**src/bpm_pkg.sv**
```systemverilog
// Shared types, codes and frame helpers of the bus poll master.
// Used by bpm_emitter and bus_poll_master_core; depends on nothing else.
package bpm_pkg;

  // Operation codes of an input item.
  localparam logic [1:0] OP_TICK   = 2'd0;
  localparam logic [1:0] OP_BYTE   = 2'd1;
  localparam logic [1:0] OP_SWITCH = 2'd2;

  // Result kinds.
  localparam logic [1:0] KIND_TX   = 2'd0;
  localparam logic [1:0] KIND_PONG = 2'd1;
  localparam logic [1:0] KIND_LINE = 2'd2;

  // Configuration register indexes.
  localparam logic [1:0] REG_TIMEOUT = 2'd0;
  localparam logic [1:0] REG_NCOUNT  = 2'd1;
  localparam logic [1:0] REG_NADDR   = 2'd2;
  localparam logic [1:0] REG_PONGEN  = 2'd3;

  // Command codes, in round-robin order.
  localparam logic [1:0] CMD_TEMP = 2'd0;
  localparam logic [1:0] CMD_PIR  = 2'd1;
  localparam logic [1:0] CMD_ALL  = 2'd2;
  localparam logic [1:0] CMD_PING = 2'd3;

  localparam logic [7:0] CHAR_CR = 8'h0D;
  localparam logic [7:0] CHAR_LF = 8'h0A;

  localparam logic [31:0] TXT_TEMP = "TEMP";
  localparam logic [31:0] TXT_PIR  = {"PIR", 8'h00};
  localparam logic [31:0] TXT_ALL  = {"ALL", 8'h00};
  localparam logic [31:0] TXT_PING = "PING";
  localparam logic [31:0] TXT_PONG = "PONG";

  localparam logic [3:0] MAX_RESULTS = 4'd9;

  typedef struct packed {
    logic [1:0]  op;
    logic [31:0] now_ms;
    logic [7:0]  rx_byte;
    logic        ping_on;
  } item_t;

  typedef struct packed {
    logic [1:0] kind;
    logic [7:0] tx_byte;
    logic       pong_ok;
    logic [7:0] line_addr;
    logic       last;
  } result_t;

  // Description of all results one item causes: an optional pong failure
  // first, then at most a request frame or one status result.
  typedef struct packed {
    logic       fail_pre;
    logic       frame;
    logic [7:0] addr;
    logic [1:0] cmd;
    logic       single;
    logic [1:0] s_kind;
    logic       s_ok;
    logic [7:0] s_addr;
  } bpm_seq_t;

  // Picks character i (0 is the first) from a four-character word.
  function automatic logic [7:0] text_char(logic [31:0] word, logic [1:0] i);
    logic [31:0] w;
    w = word >> {(2'd3 - i), 3'b000};
    return w[7:0];
  endfunction

  function automatic logic [3:0] cmd_len(logic [1:0] cmd);
    return ((cmd == CMD_TEMP) || (cmd == CMD_PING)) ? 4'd4 : 4'd3;
  endfunction

  function automatic logic [31:0] cmd_word(logic [1:0] cmd);
    logic [31:0] w;
    unique case (cmd)
      CMD_TEMP: w = TXT_TEMP;
      CMD_PIR:  w = TXT_PIR;
      CMD_ALL:  w = TXT_ALL;
      default:  w = TXT_PING;
    endcase
    return w;
  endfunction

  // Byte p of a request frame: addr, addr, command letters, CR, LF.
  function automatic logic [7:0] frame_byte(logic [7:0] addr, logic [1:0] cmd,
                                            logic [3:0] p);
    logic [3:0] len;
    logic [3:0] ci;
    logic [7:0] b;
    len = cmd_len(cmd);
    ci  = p - 4'd2;
    if (p < 4'd2) begin
      b = addr;
    end else if (p < len + 4'd2) begin
      b = text_char(cmd_word(cmd), ci[1:0]);
    end else if (p == len + 4'd2) begin
      b = CHAR_CR;
    end else begin
      b = CHAR_LF;
    end
    return b;
  endfunction

  function automatic logic [7:0] node_byte(logic [63:0] addrs, logic [2:0] i);
    logic [63:0] w;
    w = addrs >> {i, 3'b000};
    return w[7:0];
  endfunction

endpackage

```
**src/bpm_emitter.sv**
```systemverilog
// Result sequencer and output register of the bus poll master.
// Expands one result description into result transactions; uses bpm_pkg.
module bpm_emitter (
  input  logic                clk,
  input  logic                rst,
  input  logic                load,
  input  bpm_pkg::bpm_seq_t   seq_in,
  output logic                free,
  output logic                result_valid,
  input  logic                result_ready,
  output bpm_pkg::result_t    result
);

  bpm_pkg::bpm_seq_t seq;
  logic [3:0]        rem;
  logic [3:0]        pos;
  logic [3:0]        count_in;
  logic [3:0]        p;
  logic              emit;
  bpm_pkg::result_t  cur;

  assign count_in = 4'(seq_in.fail_pre) + 4'(seq_in.single) +
                    (seq_in.frame ? bpm_pkg::cmd_len(seq_in.cmd) + 4'd4 : 4'd0);

  assign emit = (rem != 4'd0) && (!result_valid || result_ready);
  assign free = (rem == 4'd0) || ((rem == 4'd1) && emit);

  always_comb begin
    p   = pos - 4'(seq.fail_pre);
    cur = '0;
    if (seq.fail_pre && (pos == 4'd0)) begin
      cur.kind = bpm_pkg::KIND_PONG;
    end else if (seq.frame) begin
      cur.kind    = bpm_pkg::KIND_TX;
      cur.tx_byte = bpm_pkg::frame_byte(seq.addr, seq.cmd, p);
    end else begin
      cur.kind      = seq.s_kind;
      cur.pong_ok   = seq.s_ok;
      cur.line_addr = seq.s_addr;
    end
    cur.last = (rem == 4'd1);
  end

  always_ff @(posedge clk) begin
    if (rst) begin
      rem          <= 4'd0;
      result_valid <= 1'b0;
    end else begin
      if (emit) begin
        result_valid <= 1'b1;
      end else if (result_ready) begin
        result_valid <= 1'b0;
      end
      if (load) begin
        rem <= count_in;
      end else if (emit) begin
        rem <= rem - 4'd1;
      end
    end
  end

  always_ff @(posedge clk) begin
    if (emit) begin
      result <= cur;
    end
    if (load) begin
      seq <= seq_in;
      pos <= 4'd0;
    end else if (emit) begin
      pos <= pos + 4'd1;
    end
  end

  a_load_when_free: assert property (@(posedge clk) disable iff (rst) load |-> free)
    else $error("sequence loaded while results are still pending");

  a_rem_bound: assert property (@(posedge clk) disable iff (rst)
    rem <= bpm_pkg::MAX_RESULTS)
    else $error("pending result count out of range");

  a_load_nonempty: assert property (@(posedge clk) disable iff (rst)
    load |=> (rem != 4'd0))
    else $error("loaded sequence holds no result");

endmodule

```
**src/bus_poll_master_core.sv**
```systemverilog
// Top level of the bus poll master: configuration registers, poll state and
// line receiver. Uses bpm_pkg and bpm_emitter.
//
// Usage. Input transactions on item/item_valid/item_ready carry one event:
// a poll tick with the millisecond time, one received bus byte, or a change
// of the ping switch. Results leave on result/result_valid/result_ready, one
// per transaction: frame bytes to transmit, pong status updates and
// notices that a non-pong response line ended. The last flag marks the final
// result of an item. Configuration goes through the APB-style port, with
// registers at byte addresses 0, 8, 16 and 24 and 64-bit data; pready is
// always high. The user must write registers only while the block is idle;
// the block does not enforce this. An item is decoded and the poll state
// updated in its accept cycle; its first result goes via the sequencer into
// the result register. The sequencer hands out one result per cycle while
// the receiver takes them, so an item holds the input until its last result
// is out (a tick with a pong failure and a four-letter command has nine); an
// item with no result leaves the input ready. A new item is taken in the
// same cycle the previous item's last result enters the result register.
// Reset restores the register defaults and the idle poll state. When the
// receiver stalls, the result register holds and the input stalls behind it.
module bus_poll_master_core #(
  parameter int MAX_LINE  = 64,
  parameter int MAX_NODES = 8
) (
  input  logic               clk,
  input  logic               rst,
  input  logic               item_valid,
  output logic               item_ready,
  input  bpm_pkg::item_t     item,
  output logic               result_valid,
  input  logic               result_ready,
  output bpm_pkg::result_t   result,
  input  logic               psel,
  input  logic               penable,
  input  logic               pwrite,
  input  logic [4:0]         paddr,
  input  logic [63:0]        pwdata,
  output logic [63:0]        prdata,
  output logic               pready
);

  localparam int NIW = $clog2(MAX_NODES + 1);
  localparam int LLW = $clog2(MAX_LINE + 1);

  // Configuration registers.
  logic [15:0] reply_timeout;
  logic [3:0]  node_count;
  logic [63:0] node_addresses;
  logic        pong_report_enable;

  // Poll and receive state.
  logic           awaiting_reply, awaiting_reply_next;
  logic           awaiting_pong, awaiting_pong_next;
  logic           ping_due, ping_due_next;
  logic           ping_enabled, ping_enabled_next;
  logic [NIW-1:0] node_index, node_index_next;
  logic [1:0]     command_index, command_index_next;
  logic [7:0]     active_address, active_address_next;
  logic [31:0]    request_time, request_time_next;
  logic [LLW-1:0] line_length, line_length_next;
  logic           pong_match, pong_match_next;

  logic              accept;
  logic              cfg_write;
  logic              load;
  bpm_pkg::bpm_seq_t seq;

  // Tick helpers.
  logic [3:0]     n_eff;
  logic [NIW-1:0] ni;
  logic [7:0]     poll_addr;
  logic [31:0]    elapsed;
  logic           timed_out;

  assign pready    = 1'b1;
  assign cfg_write = psel && penable && pwrite && pready;
  assign accept    = item_valid && item_ready;

  // Configuration write and read-back.
  always_ff @(posedge clk) begin
    if (rst) begin
      reply_timeout      <= 16'd100;
      node_count         <= 4'd0;
      node_addresses     <= 64'd0;
      pong_report_enable <= 1'b1;
    end else if (cfg_write) begin
      unique case (paddr[4:3])
        bpm_pkg::REG_TIMEOUT: reply_timeout      <= pwdata[15:0];
        bpm_pkg::REG_NCOUNT:  node_count         <= pwdata[3:0];
        bpm_pkg::REG_NADDR:   node_addresses     <= pwdata;
        default:              pong_report_enable <= pwdata[0];
      endcase
    end
  end

  always_comb begin
    unique case (paddr[4:3])
      bpm_pkg::REG_TIMEOUT: prdata = {48'd0, reply_timeout};
      bpm_pkg::REG_NCOUNT:  prdata = {60'd0, node_count};
      bpm_pkg::REG_NADDR:   prdata = node_addresses;
      default:              prdata = {63'd0, pong_report_enable};
    endcase
  end

  // The node list never runs past MAX_NODES entries; an index that has
  // fallen off the end of a shortened list wraps to the first node.
  assign n_eff     = (node_count > 4'(MAX_NODES)) ? 4'(MAX_NODES) : node_count;
  assign ni        = (4'(node_index) >= n_eff) ? '0 : node_index;
  assign poll_addr = bpm_pkg::node_byte(node_addresses, 3'(ni));
  assign elapsed   = item.now_ms - request_time;
  assign timed_out = elapsed >= {16'd0, reply_timeout};

  always_comb begin
    awaiting_reply_next = awaiting_reply;
    awaiting_pong_next  = awaiting_pong;
    ping_due_next       = ping_due;
    ping_enabled_next   = ping_enabled;
    node_index_next     = node_index;
    command_index_next  = command_index;
    active_address_next = active_address;
    request_time_next   = request_time;
    line_length_next    = line_length;
    pong_match_next     = pong_match;
    seq                 = '0;

    unique case (item.op)
      bpm_pkg::OP_TICK: begin
        // A tick inside the reply window does nothing at all.
        if (!awaiting_reply || timed_out) begin
          if (awaiting_reply) begin
            seq.fail_pre        = awaiting_pong && pong_report_enable;
            awaiting_pong_next  = 1'b0;
            awaiting_reply_next = 1'b0;
          end
          if (ping_enabled && ping_due) begin
            // With an empty node list the ping goes to address zero.
            seq.frame           = 1'b1;
            seq.cmd             = bpm_pkg::CMD_PING;
            seq.addr            = (n_eff != 4'd0) ? poll_addr : 8'd0;
            if (n_eff != 4'd0) begin
              node_index_next = ni;
            end
            active_address_next = seq.addr;
            request_time_next   = item.now_ms;
            awaiting_reply_next = 1'b1;
            awaiting_pong_next  = 1'b1;
            ping_due_next       = 1'b0;
          end else if (n_eff == 4'd0) begin
            ping_due_next = ping_enabled;
          end else begin
            seq.frame           = 1'b1;
            seq.cmd             = command_index;
            seq.addr            = poll_addr;
            active_address_next = poll_addr;
            request_time_next   = item.now_ms;
            awaiting_reply_next = 1'b1;
            ping_due_next       = ping_enabled;
            command_index_next  = command_index + 2'd1;
            // After the last command of a node, move on to the next node.
            node_index_next = (command_index == bpm_pkg::CMD_PING) ? ni + NIW'(1) : ni;
          end
        end
      end
      bpm_pkg::OP_BYTE: begin
        if (item.rx_byte == bpm_pkg::CHAR_CR) begin
          // Carriage returns are skipped.
        end else if (item.rx_byte == bpm_pkg::CHAR_LF) begin
          if (line_length != '0) begin
            awaiting_reply_next = 1'b0;
            seq.s_addr          = active_address;
            if ((line_length == LLW'(4)) && pong_match) begin
              awaiting_pong_next = 1'b0;
              seq.single         = pong_report_enable;
              seq.s_kind         = bpm_pkg::KIND_PONG;
              seq.s_ok           = 1'b1;
            end else begin
              seq.single = 1'b1;
              seq.s_kind = bpm_pkg::KIND_LINE;
            end
          end
          line_length_next = '0;
          pong_match_next  = 1'b1;
        end else if (line_length >= LLW'(MAX_LINE)) begin
          // An over-long line is dropped along with the byte that overflowed it.
          line_length_next = '0;
          pong_match_next  = 1'b1;
        end else begin
          if ((line_length >= LLW'(4)) ||
              (item.rx_byte != bpm_pkg::text_char(bpm_pkg::TXT_PONG, line_length[1:0]))) begin
            pong_match_next = 1'b0;
          end
          line_length_next = line_length + LLW'(1);
        end
      end
      bpm_pkg::OP_SWITCH: begin
        ping_enabled_next = item.ping_on;
        if (!item.ping_on) begin
          // Switching pings off cancels any ping wait and, when pong reports are enabled, always reports failure.
          if (awaiting_pong) begin
            awaiting_reply_next = 1'b0;
          end
          awaiting_pong_next = 1'b0;
          seq.single         = pong_report_enable;
          seq.s_kind         = bpm_pkg::KIND_PONG;
        end
      end
      default: begin
      end
    endcase
  end

  assign load = accept && (seq.fail_pre || seq.frame || seq.single);

  always_ff @(posedge clk) begin
    if (rst) begin
      awaiting_reply <= 1'b0;
      awaiting_pong  <= 1'b0;
      ping_due       <= 1'b1;
      ping_enabled   <= 1'b1;
      node_index     <= '0;
      command_index  <= 2'd0;
      active_address <= 8'd0;
      request_time   <= 32'd0;
      line_length    <= '0;
      pong_match     <= 1'b1;
    end else if (accept) begin
      awaiting_reply <= awaiting_reply_next;
      awaiting_pong  <= awaiting_pong_next;
      ping_due       <= ping_due_next;
      ping_enabled   <= ping_enabled_next;
      node_index     <= node_index_next;
      command_index  <= command_index_next;
      active_address <= active_address_next;
      request_time   <= request_time_next;
      line_length    <= line_length_next;
      pong_match     <= pong_match_next;
    end
  end

  bpm_emitter u_emitter (
    .clk          (clk),
    .rst          (rst),
    .load         (load),
    .seq_in       (seq),
    .free         (item_ready),
    .result_valid (result_valid),
    .result_ready (result_ready),
    .result       (result)
  );

endmodule
```
**config.mk**
```make
export PLATFORM = sky130hd
export DESIGN_NAME = bus_poll_master_core
export DESIGN_NICKNAME = d
export VERILOG_FILES = /design/src/bpm_pkg.sv /design/src/bpm_emitter.sv /design/src/bus_poll_master_core.sv
export SDC_FILE = /design/constraint.sdc
export NUM_CORES = 1
export LEC_CHECK = 0
export ABC_AREA = 0
export BUFFER_PORTS_ARGS = -buffer_cell sky130_fd_sc_hd__buf_2
export CORE_AREA = 2 2 148 150
export DETAILED_ROUTE_END_ITERATION = 16
export DIE_AREA = 0 0 150 152
export PLACE_DENSITY = 0.83
export SYNTH_ARGS = -nofsm -noshare
export SYNTH_HDL_FRONTEND = slang
export SYNTH_SLANG_ARGS = --single-unit
```
**constraint.sdc**
```tcl
create_clock -name clk -period 16.18 [get_ports clk]
set_clock_uncertainty 0.2 [all_clocks]
set_input_delay 0.809 -clock clk [delete_from_list [all_inputs] [get_ports clk]]
set_output_delay 0.809 -clock clk [all_outputs]
set_load 0.02 [all_outputs]
```
==> results of run 1 <==
## tightest hold or removal path, cell delays in order, from the launching register on
cell	delay, ps
dfxtp_1	310
nand2_1	50
mux2i_1	50
## power by group through the flow
stage          registers [mW]  logic (mW)  clock network [mW]
2_1_floorplan           0.630       0.312                   0
5_1_grt                 0.591       0.530               0.458
4_1_cts                 0.586       0.475               0.438
3_5_place_dp            0.598       0.471                   0
3_3_place_gp            0.595       0.461                   0
6_report                0.586       0.481               0.436
## cell type report
type	count	area, um2	area share (%)
Clock buffer	18	439	3.09
Clock inverter	14	175	1.23
Inverter	88	330	2.32
Timing Repair Buffer	212	1090	7.67
Sequential cell	195	4330	30.5
Tap cell	280	350	2.46
Multi-Input combinational cell	1183	7500	52.7
## cells by family after synthesis
family,share of synthesized area [%]
AND/OR/NAND/NOR,25.7
AO/OA/AOI/OAI,19.8
flip-flops,34.6
buffers and inverters,5.86
adder cells (fa/ha/maj),7.91
multiplexers,3.85
XOR/XNOR,2.24
other,0.0300
## final timing paths
| path | to | slack [ps] | cells past startpoint |
|---|---|---|---|
| worst min register to register | active_address[1] | 260 | 2 |
| worst max-delay path | u_emitter.rem[2] | 9020 | 26 |
| worst max register to register | u_emitter.rem[2] | 9160 | 26 |
| worst min-delay path | active_address[1] | 260 | 2 |
## registers in the layout, summed over array words and instances (netlist names), 2 cells and up
name              count
active_address        8
command_index         2
line_length           7
node_addresses       64
node_count            4
node_index            4
reply_timeout        16
request_time         32
u_emitter.pos         4
u_emitter.rem         4
u_emitter.result     20
u_emitter.seq        23
## metal layers
layer | track usage, % | vias up
met1 | 41.7 | 5599
li1 | - | 5788
met5 | 0 | -
met3 | 4.29 | 57
met4 | 7.86 | 2
met2 | 46.9 | 469
## cell usage in the layout, fill, tap and decap left out, types with 13 or more instances in the layout
cell type / Yosys / routed
a211oi_1: 25 / 24
a21oi_1: 152 / 152
and2_1: 65 / 65
and3_1: 17 / 17
buf_2: 6 / 200
clkbuf_16: 0 / 17
dfxtp_1: 152 / 152
edfxtp_1: 43 / 43
ha_1: 76 / 76
inv_1: 87 / 87
mux2i_1: 38 / 38
nand2_1: 308 / 308
nand2b_1: 13 / 13
nand3_1: 33 / 33
nand4_1: 20 / 20
nor2_1: 86 / 85
nor2b_1: 15 / 14
nor3_1: 23 / 22
o211ai_1: 15 / 15
o21ai_0: 39 / 39
o31ai_2: 30 / 30
or3_1: 13 / 13
or4_1: 36 / 36
xnor2_1: 20 / 20
## per-stage QoR
| step | utilization [%] | total power, mW | instances |
|---|---|---|---|
| global placement | 63.7 | 1.06 | 1958 |
| detailed placement | 63.7 | 1.07 | 1958 |
| global route | 66.6 | 1.58 | 1990 |
| CTS | 66.6 | 1.50 | 1990 |
| finish | 66.6 | 1.50 | 1990 |
| floorplan | - | 0.941 | 1553 |
==> run summary, run 1 <==
Switching Power: 559 uW
Initial Util: 58.6%
Overflow after GRT: 0
Layout cell share with drive strength beyond 1: 17.8%
Gate power share: 32.0%
Syn Nets: 1,750
Worst EP required: 16,320 ps
Clock Sink Count: 195
Clock latency at the later pin of the worst-skew pair: 450 ps
Fmax: 0.140 GHz
Worst hold path type: flop to flop
Area Growth Syn to Fin: 13.5%
Met1 Routed Length: 15,300 um
First-pass DRT Iterations: 7
Seq pwr share: 39.0%
# IOs: 206
Post-synth top area share: 24.3%
Hold buffers post-CTS: 0
#FFs+latches synth: 195
Worst path top cell family by delay: simple AND/OR/NAND/NOR gates
Clk network pwr share: 29.0%
Final WS setup: 9020 ps
Antenna cells: 0
First-pass GRT wire length: 54,800 um
Synth Area per Inst: 8.06 um2
Die Outline Area: 22,800 um2
DR iter-0 viols: 1,059
Drt wl/cell: 17.1 um
Post-CTS Setup Bufs: 0
Setup TNS: 0 ps
CP bufs+invs: 3
Worst hold slack: 257 ps
Pins over their slew limit: 0
Switching Fraction: 37.2%
VDD IR max: 81.6 uV
Final ANT Viol Nets: 0
Vias in the first global route: 11,000
Synth unique cells: 86
EDFF count, synth: 43
CTS Buf Count: 17
Ys flop type: dfxtp_1
Detailed-placement wirelength estimate: 24,900 um
Max-cap viol count: 0
Crit path from: item[13]
Crit-path max cell delay: 540 ps
DP Worst Slack: 8670 ps
Reg clk slew, reported paths: 70 ps
Ys async rst share: 0%
Most Frequent Cell on Critical Path: ha_1
CP max-delay cell: or4_1
Leakage Power: 5.61 nW
Core Box Area: 21,400 um2
PortBufs: 201
HP Start: active_address[1]
Residual DRC: 0
Most frequent cell after synthesis: nand2_1
Post-DP Area: 13,600 um2
Internal Power: 945 uW
CP endpoint kind: flop
Power Density: 106 nW/um2
Clk root buf: clkbuf_16
CTS tree: built
CTS HTree Levels: 4
Syn Std Cell Area: 12,500 um2
Met3 WL: 2330 um
Crit-path max FO: 48
Final Hold Viols: 0
RSZ-0062 raised after global routing: false
Largest cells by area after synthesis: dfxtp_1, edfxtp_1, nand2_1
Outcome: complete, no violations
Synth Instances: 1,553
Final min period: 7160 ps
Largest net degree at the start of global routing: 73
Via Count: 11,900
Slew Limit Headroom: 20.4%
Die Span Y: 152 um
Setup Viol. Count Final: 0
Syn. warnings: 0
GP Congestion: 0.917
Synth cell count leaders: nand2_1, a21oi_1, dfxtp_1
Worst Path Arrival: 7300 ps
Startpoint Class: primary input
Fin area: 14,200 um2
Vias per Instance: 5.99
Fin crit share: 44.2%
Post-synthesis sequential area ratio: 34.6%
Antenna violations before repair: 1
Worst r2r src: request_time[4]
Num rows: 54
Final WL: 34,100 um
Area leader, netlist: dfxtp_1
Worst Path Class, Setup: primary input to flop
Worst-Margin Slew: 1190 ps
Nets: 1,894
Clk buf depth: 2
Fill count: 1,797
Post_cts resized: 0
Met2 Routed Length: 15,800 um
Total track usage: 29.4%
Die W: 150 um
Top routing layer used: met5
Note: power is estimated with default switching activity, not from simulation.
==> inputs of run 2 (changes only) <==
--- a/config.mk
+++ b/config.mk
@@ -7,10 +7,10 @@
 export LEC_CHECK = 0
 export ABC_AREA = 0
 export BUFFER_PORTS_ARGS = -buffer_cell sky130_fd_sc_hd__buf_2
-export CORE_AREA = 2 2 148 150
+export CORE_AREA = 2 2 150 152
 export DETAILED_ROUTE_END_ITERATION = 16
-export DIE_AREA = 0 0 150 152
-export PLACE_DENSITY = 0.83
+export DIE_AREA = 0 0 152 154
+export PLACE_DENSITY = 0.81
 export SYNTH_ARGS = -nofsm -noshare
 export SYNTH_HDL_FRONTEND = slang
 export SYNTH_SLANG_ARGS = --single-unit
==> constraint.sdc (replaced) <==
create_clock -name clk -period 6.8 [get_ports clk]
set_clock_uncertainty 0.2 [all_clocks]
set_input_delay 0.34 -clock clk [delete_from_list [all_inputs] [get_ports clk]]
set_output_delay 0.34 -clock clk [all_outputs]
set_load 0.02 [all_outputs]
==> run summary, run 2 (same netlist as run 1, synthesis figures left out) <==
Outcome: complete, no violations
Worst Path Arrival: 6390 ps (-910 ps)
Clock Sink Count: 195 (unchanged)
Largest net degree at the start of global routing: 107 (+47%)
First-pass GRT wire length: 58,700 um (+7.2%)
Total track usage: 30.4% (+1.0 points)
HP Start: item[40]
First-pass DRT Iterations: 7 (unchanged)
Most Frequent Cell on Critical Path: ha_1
Startpoint Class: flop
Post_cts resized: 0 (unchanged)
Most frequent cells in the layout: nand2_1, buf_2, a21oi_1, dfxtp_1, inv_1
VDD IR max: 190 uV (+130%)
Pins over their slew limit: 0 (unchanged)
Worst path top cell family by delay: simple AND/OR/NAND/NOR gates
Num rows: 54 (unchanged)
CTS HTree Levels: 4 (unchanged)
Largest register by flop count: node_addresses
Worst Reg-to-Reg Cells: 25 (-3.8%)
Worst hold path type: primary input to flop
Final Hold Viols: 0 (unchanged)
Crit-path max FO: 4 (-92%)
Clk root buf: clkbuf_16
Clock latency at the later pin of the worst-skew pair: 440 ps (about the same)
Worst Hold Depth: 3 (+1)
Worst Path Class, Setup: flop to flop
Reg clk slew, reported paths: 70 ps (about the same)
Fill count: 1,668 (-7.2%)
Final min period: 6270 ps
CTS Buf Count: 17 (unchanged)
Antenna cells: 0 (unchanged)
Antenna violations before repair: 0 (-1)
Die Outline Area: 23,400 um2 (+2.7%)
Residual DRC: 0 (unchanged)
Setup TNS: 0 ps (unchanged)
# IOs: 206 (unchanged)
CTS tree: built
RSZ-0062 raised after global routing: false
Area Growth Syn to Fin: 18.7%
Cell count after placement: 1,961 (+0.15%)
Worst r2r src: request_time[4]
Core Box Area: 21,700 um2 (+1.6%)
PortBufs: 201 (unchanged)
Setup Viol. Count Final: 0 (unchanged)
Vias per Instance: 6.00 (+0.13%)
Layout cell share with drive strength beyond 1: 17.2% (-0.56 points)
Fmax: 0.159 GHz
Drt wl/cell: 17.8 um (+4.0%)
Nets: 1,961 (+3.5%)
DP Worst Slack: 527 ps (-8150 ps)
Final WS setup: 527 ps (-8490 ps)
Worst-Margin Slew: 1140 ps (-47.4 ps)
Worst hold endpoint: request_time[31]
CP max-delay cell: or4_1
CP endpoint kind: flop
Via Count: 12,300 (+3.5%)
Worst EP required: 6920 ps (-9400 ps)
Setup slack, reg-to-reg: 530 ps (-8630 ps)
Detailed-placement wirelength estimate: 25,100 um (+0.72%)
Worst R2R End: u_emitter.rem[2]
Initial Util: 57.7% (-0.91 points)
Overflow after GRT: 0 (unchanged)
Fin area: 14,900 um2 (+4.6%)
Leakage Power: 5.89 nW (+5.0%)
DR iter-0 viols: 1,045 (-1.3%)
Post-DP Area: 13,600 um2 (+0.13%)
Commonest non-fill, non-tap cell in the layout: nand2_1
Die W: 152 um (+1.3%)
Fin crit share: 92.2%
GP Congestion: 0.910 (-0.81%)
Power Density: 242 nW/um2 (+130%)
CP bufs+invs: 2 (-1)
Final Power: 3.59 mW (+140%)
Crit-path max cell delay: 540 ps (about the same)
Vias in the first global route: 11,600 (+5.5%)
Die Span Y: 154 um (+1.3%)
Max FFs per register: 64 (unchanged)
Non-Filler Instances: 2,057 (+3.4%)
Slew Limit Headroom: 23.6% (+3.2 points)
Largest regs: node_addresses x64, request_time x32, u_emitter.seq x23
Final WL: 36,600 um (+7.5%)
Max-cap viol count: 0 (unchanged)
Clk buf depth: 2 (unchanged)
Final ANT Viol Nets: 0 (unchanged)
[run 2: cell types whose count changed in the layout (fill, tap and decap cells not counted), sizes merged]
cell	change
dlygate4sd3	+64
buf	+3
clkbuf	+2
inv	-2
[run 2: worst max-delay path by stage]
stage / startpoint / slack [ps] / depth (start not counted) / end
final: request_time[4] / 530 / 25 / u_emitter.rem[2]
after detailed placement: item[13] / 530 / 25 / u_emitter.rem[2]
after global routing: request_time[4] / 70 / 25 / u_emitter.rem[2]
after CTS: request_time[4] / 590 / 25 / u_emitter.rem[2]
after global placement: item[13] / 640 / 25 / u_emitter.rem[2]
after floorplan: item[13] / 780 / 27 / u_emitter.rem[2]
[run 2: through the flow]
stage	utilization, %	hold WS [ps]
3_5_place_dp	62.8	243
2_1_floorplan	-	227
4_1_cts	68.5	27.9
3_3_place_gp	62.8	238
5_1_grt	68.5	41.6
6_report	68.5	35.0
[run 2: per-layer routing]
layer	wire [um]	GRT usage [%]
met1	15600	39.6
met2	17100	50.3
met4	1180	11.1
met5	0	0
met3	2710	6.06
[run 2: area by class of cell]
type | instances | area [um2] | share of cell area, %
Timing Repair Buffer | 279 | 1750 | 11.8
Sequential cell | 195 | 4330 | 29.2
Inverter | 88 | 330 | 2.22
Clock buffer | 20 | 468 | 3.15
Clock inverter | 12 | 135 | 0.909
Tap cell | 280 | 350 | 2.36
Multi-Input combinational cell | 1183 | 7490 | 50.4
[run 2: worst min-delay path, delay by kind of cell]
kind / cells / cell delay [ps]
AOI/OAI and AO/OA: 1 / 60
buffers and inverters: 1 / 130
and+or+nand+nor: 1 / 100
[run 2: power by group]
part	internal, mW	switching [mW]
Combinational	0.425	0.744
Sequential	1.34	0.0581
Clock	0.524	0.504
[run 2: timing repair]
action	CTS	global route
hold endpoints to repair	81	0
hold buffers	64	0
setup buffers	0	0
endpoints found under the setup margin	0	0
==> inputs of run 3 (changes only) <==
--- a/config.mk
+++ b/config.mk
@@ -6,11 +6,11 @@
 export NUM_CORES = 1
 export LEC_CHECK = 0
 export ABC_AREA = 0
-export BUFFER_PORTS_ARGS = -buffer_cell sky130_fd_sc_hd__buf_2
-export CORE_AREA = 2 2 150 152
+export CORE_AREA = 2 2 148 150
 export DETAILED_ROUTE_END_ITERATION = 16
-export DIE_AREA = 0 0 152 154
-export PLACE_DENSITY = 0.81
+export DIE_AREA = 0 0 150 152
+export DONT_BUFFER_PORTS = 1
+export PLACE_DENSITY = 0.75
 export SYNTH_ARGS = -nofsm -noshare
 export SYNTH_HDL_FRONTEND = slang
 export SYNTH_SLANG_ARGS = --single-unit
==> run summary, run 3 (same netlist as run 1, synthesis figures left out) <==
Outcome: complete, no violations
Pins over their slew limit: 0 (unchanged)
DP Worst Slack: 679 ps (+152 ps)
Largest register by flop count: node_addresses
Clock Sink Count: 195 (unchanged)
Largest net degree at the start of global routing: 137 (+28%)
Die Outline Area: 22,800 um2 (-2.6%)
Via Count: 11,500 (-6.6%)
Antenna violations before repair: 0 (unchanged)
# IOs: 206 (unchanged)
Total track usage: 31.0% (+0.66 points)
Drt wl/cell: 18.8 um (+5.4%)
Leakage Power: 5.14 nW (-13%)
VDD IR max: 189 uV (-0.42%)
RSZ-0062 raised after global routing: false
Final ANT Viol Nets: 0 (unchanged)
Vias per Instance: 6.10 (+1.7%)
Post-CTS Setup Bufs: 0 (unchanged)
Crit-path max FO: 5 (+1)
Power Density: 251 nW/um2 (+3.9%)
Worst hold path type: primary input to flop
Nets: 1,792 (-8.6%)
Fmax: 0.161 GHz (+1.2%)
Commonest non-fill, non-tap cell in the layout: nand2_1
Final Power: 3.58 mW (-0.46%)
Area Growth Syn to Fin: 13.8%
Post_cts resized: 0 (unchanged)
Clk buf depth: 2 (unchanged)
GP Congestion: 0.943 (+3.6%)
DR iter-0 viols: 873 (-16%)
Max FFs per register: 64 (unchanged)
Final min period: 6200 ps (-71.4 ps)
Clock latency at the later pin of the worst-skew pair: 450 ps (about the same)
CTS HTree Levels: 4 (unchanged)
Worst Path Class, Setup: primary input to flop
CTS tree: built
Num rows: 54 (unchanged)
First-pass GRT wire length: 57,400 um (-2.3%)
CTS Buf Count: 17 (unchanged)
PortBufs: 0 (-100%)
Clk root buf: clkbuf_16
Initial Util: 58.6% (+0.91 points)
Hold buffers post-CTS: 100 (+56%)
CP endpoint kind: flop
Layout cell share with drive strength beyond 1: 6.41% (-11 points)
Antenna cells: 0 (unchanged)
Final WL: 35,400 um (-3.3%)
Max-cap viol count: 0 (unchanged)
Reg clk slew, reported paths: 80 ps (about the same)
Die W: 150 um (-1.3%)
Overflow after GRT: 0 (unchanged)
Fin crit share: 91.2% (-1.1 points)
Final WS setup: 599 ps (+71.4 ps)
Core Box Area: 21,400 um2 (-1.6%)
Largest regs: node_addresses x64, request_time x32, u_emitter.seq x23
Setup TNS: 0 ps (unchanged)
Worst Path Arrival: 6340 ps (-50 ps)
Detailed-placement wirelength estimate: 24,200 um (-3.5%)
Setup Viol. Count Final: 0 (unchanged)
Most frequent cells in the layout: nand2_1, a21oi_1, dfxtp_1
Residual DRC: 0 (unchanged)
Vias in the first global route: 11,300 (-2.7%)
Startpoint Class: primary input
First-pass DRT Iterations: 6 (-1)
Die Span Y: 152 um (-1.3%)
Slew Limit Headroom: 19.8% (-3.8 points)
Worst-Margin Slew: 1200 ps (+57.0 ps)
Worst EP required: 6940 ps (+20 ps)
Final Hold Viols: 0 (unchanged)
[run 3: cell types whose count changed in the layout (fill, tap and decap cells not counted), moves of 3 or more]
cell           change
inv_8              -3
buf_2            -200
dlygate4sd3_1     +35
buf_4              -5
[run 3: power by group]
group / leakage [nW] / switching (mW) / total [mW] / internal (mW)
Sequential: 1.65 / 0.146 / 1.49 / 1.34
Combinational: 3.18 / 0.642 / 1.01 / 0.370
Clock: 0.307 / 0.524 / 1.07 / 0.550
Total: 5.14 / 1.31 / 3.58 / 2.26
[run 3: critical path: stages]
cell and delay [ps]:
dlygate4sd3_1 560, inv_1 60, ha_1 220, fa_1 410
nor2b_1 220, o2111ai_2 230, a21bo_2 320, nand2_1 120
xor2_1 100, ha_1 190, a211o_1 290, o211ai_1 140
o2111ai_1 150, nor4_1 220, o2111ai_1 180, nor4b_1 360
nand4_1 250, o31ai_4 240, nor2_1 100, ha_1 290
ha_1 160, inv_1 50, fa_1 370, or4_1 530
a41o_1 240
[run 3: cell type report]
class                      instances  area (um2)
multi-input combinational       1183        7500
fill                            1796        7110
sequential                       195        4330
timing repair buffer             110        1090
clock buffer                      20         489
tap                              280         350
inverter                          88         330
clock inverter                    12         151
[run 3: layer usage]
| metal | GRT usage (%) | wire length, um | part of all wire, % | vias up |
|---|---|---|---|---|
| li1 | - | - | - | 5573 |
| met1 | 43.3 | 15800 | 44 | 5419 |
| met2 | 48.5 | 16400 | 46 | 454 |
| met3 | 6.07 | 2390 | 6.7 | 69 |
| met4 | 10.0 | 883 | 2.5 | 0 |
| met5 | 0 | 0 | 0 | - |
[run 3: path summary, 6_finish.rpt]
check | start | end | slack (ps) | cells after the start
max | item[9] | u_emitter.rem[2] | 600 | 25
min | item[0] | awaiting_pong | 20 | 3
max reg2reg | request_time[4] | u_emitter.rem[2] | 640 | 25
min reg2reg | node_addresses[22] | node_addresses[22] | 270 | 2
[run 3: through the flow]
step / area (um2) / std cells / hold WS [ps] / utilization, %
6_report: 14200 / 1888 / 23.5 / 66.7
5_1_grt: 14200 / 1888 / 50.3 / 66.7
4_1_cts: 14200 / 1888 / 16.8 / 66.7
3_5_place_dp: 12600 / 1756 / 222 / 58.9
3_3_place_gp: 12600 / 1756 / 227 / 58.9
2_1_floorplan: 12500 / 1553 / 227 / -
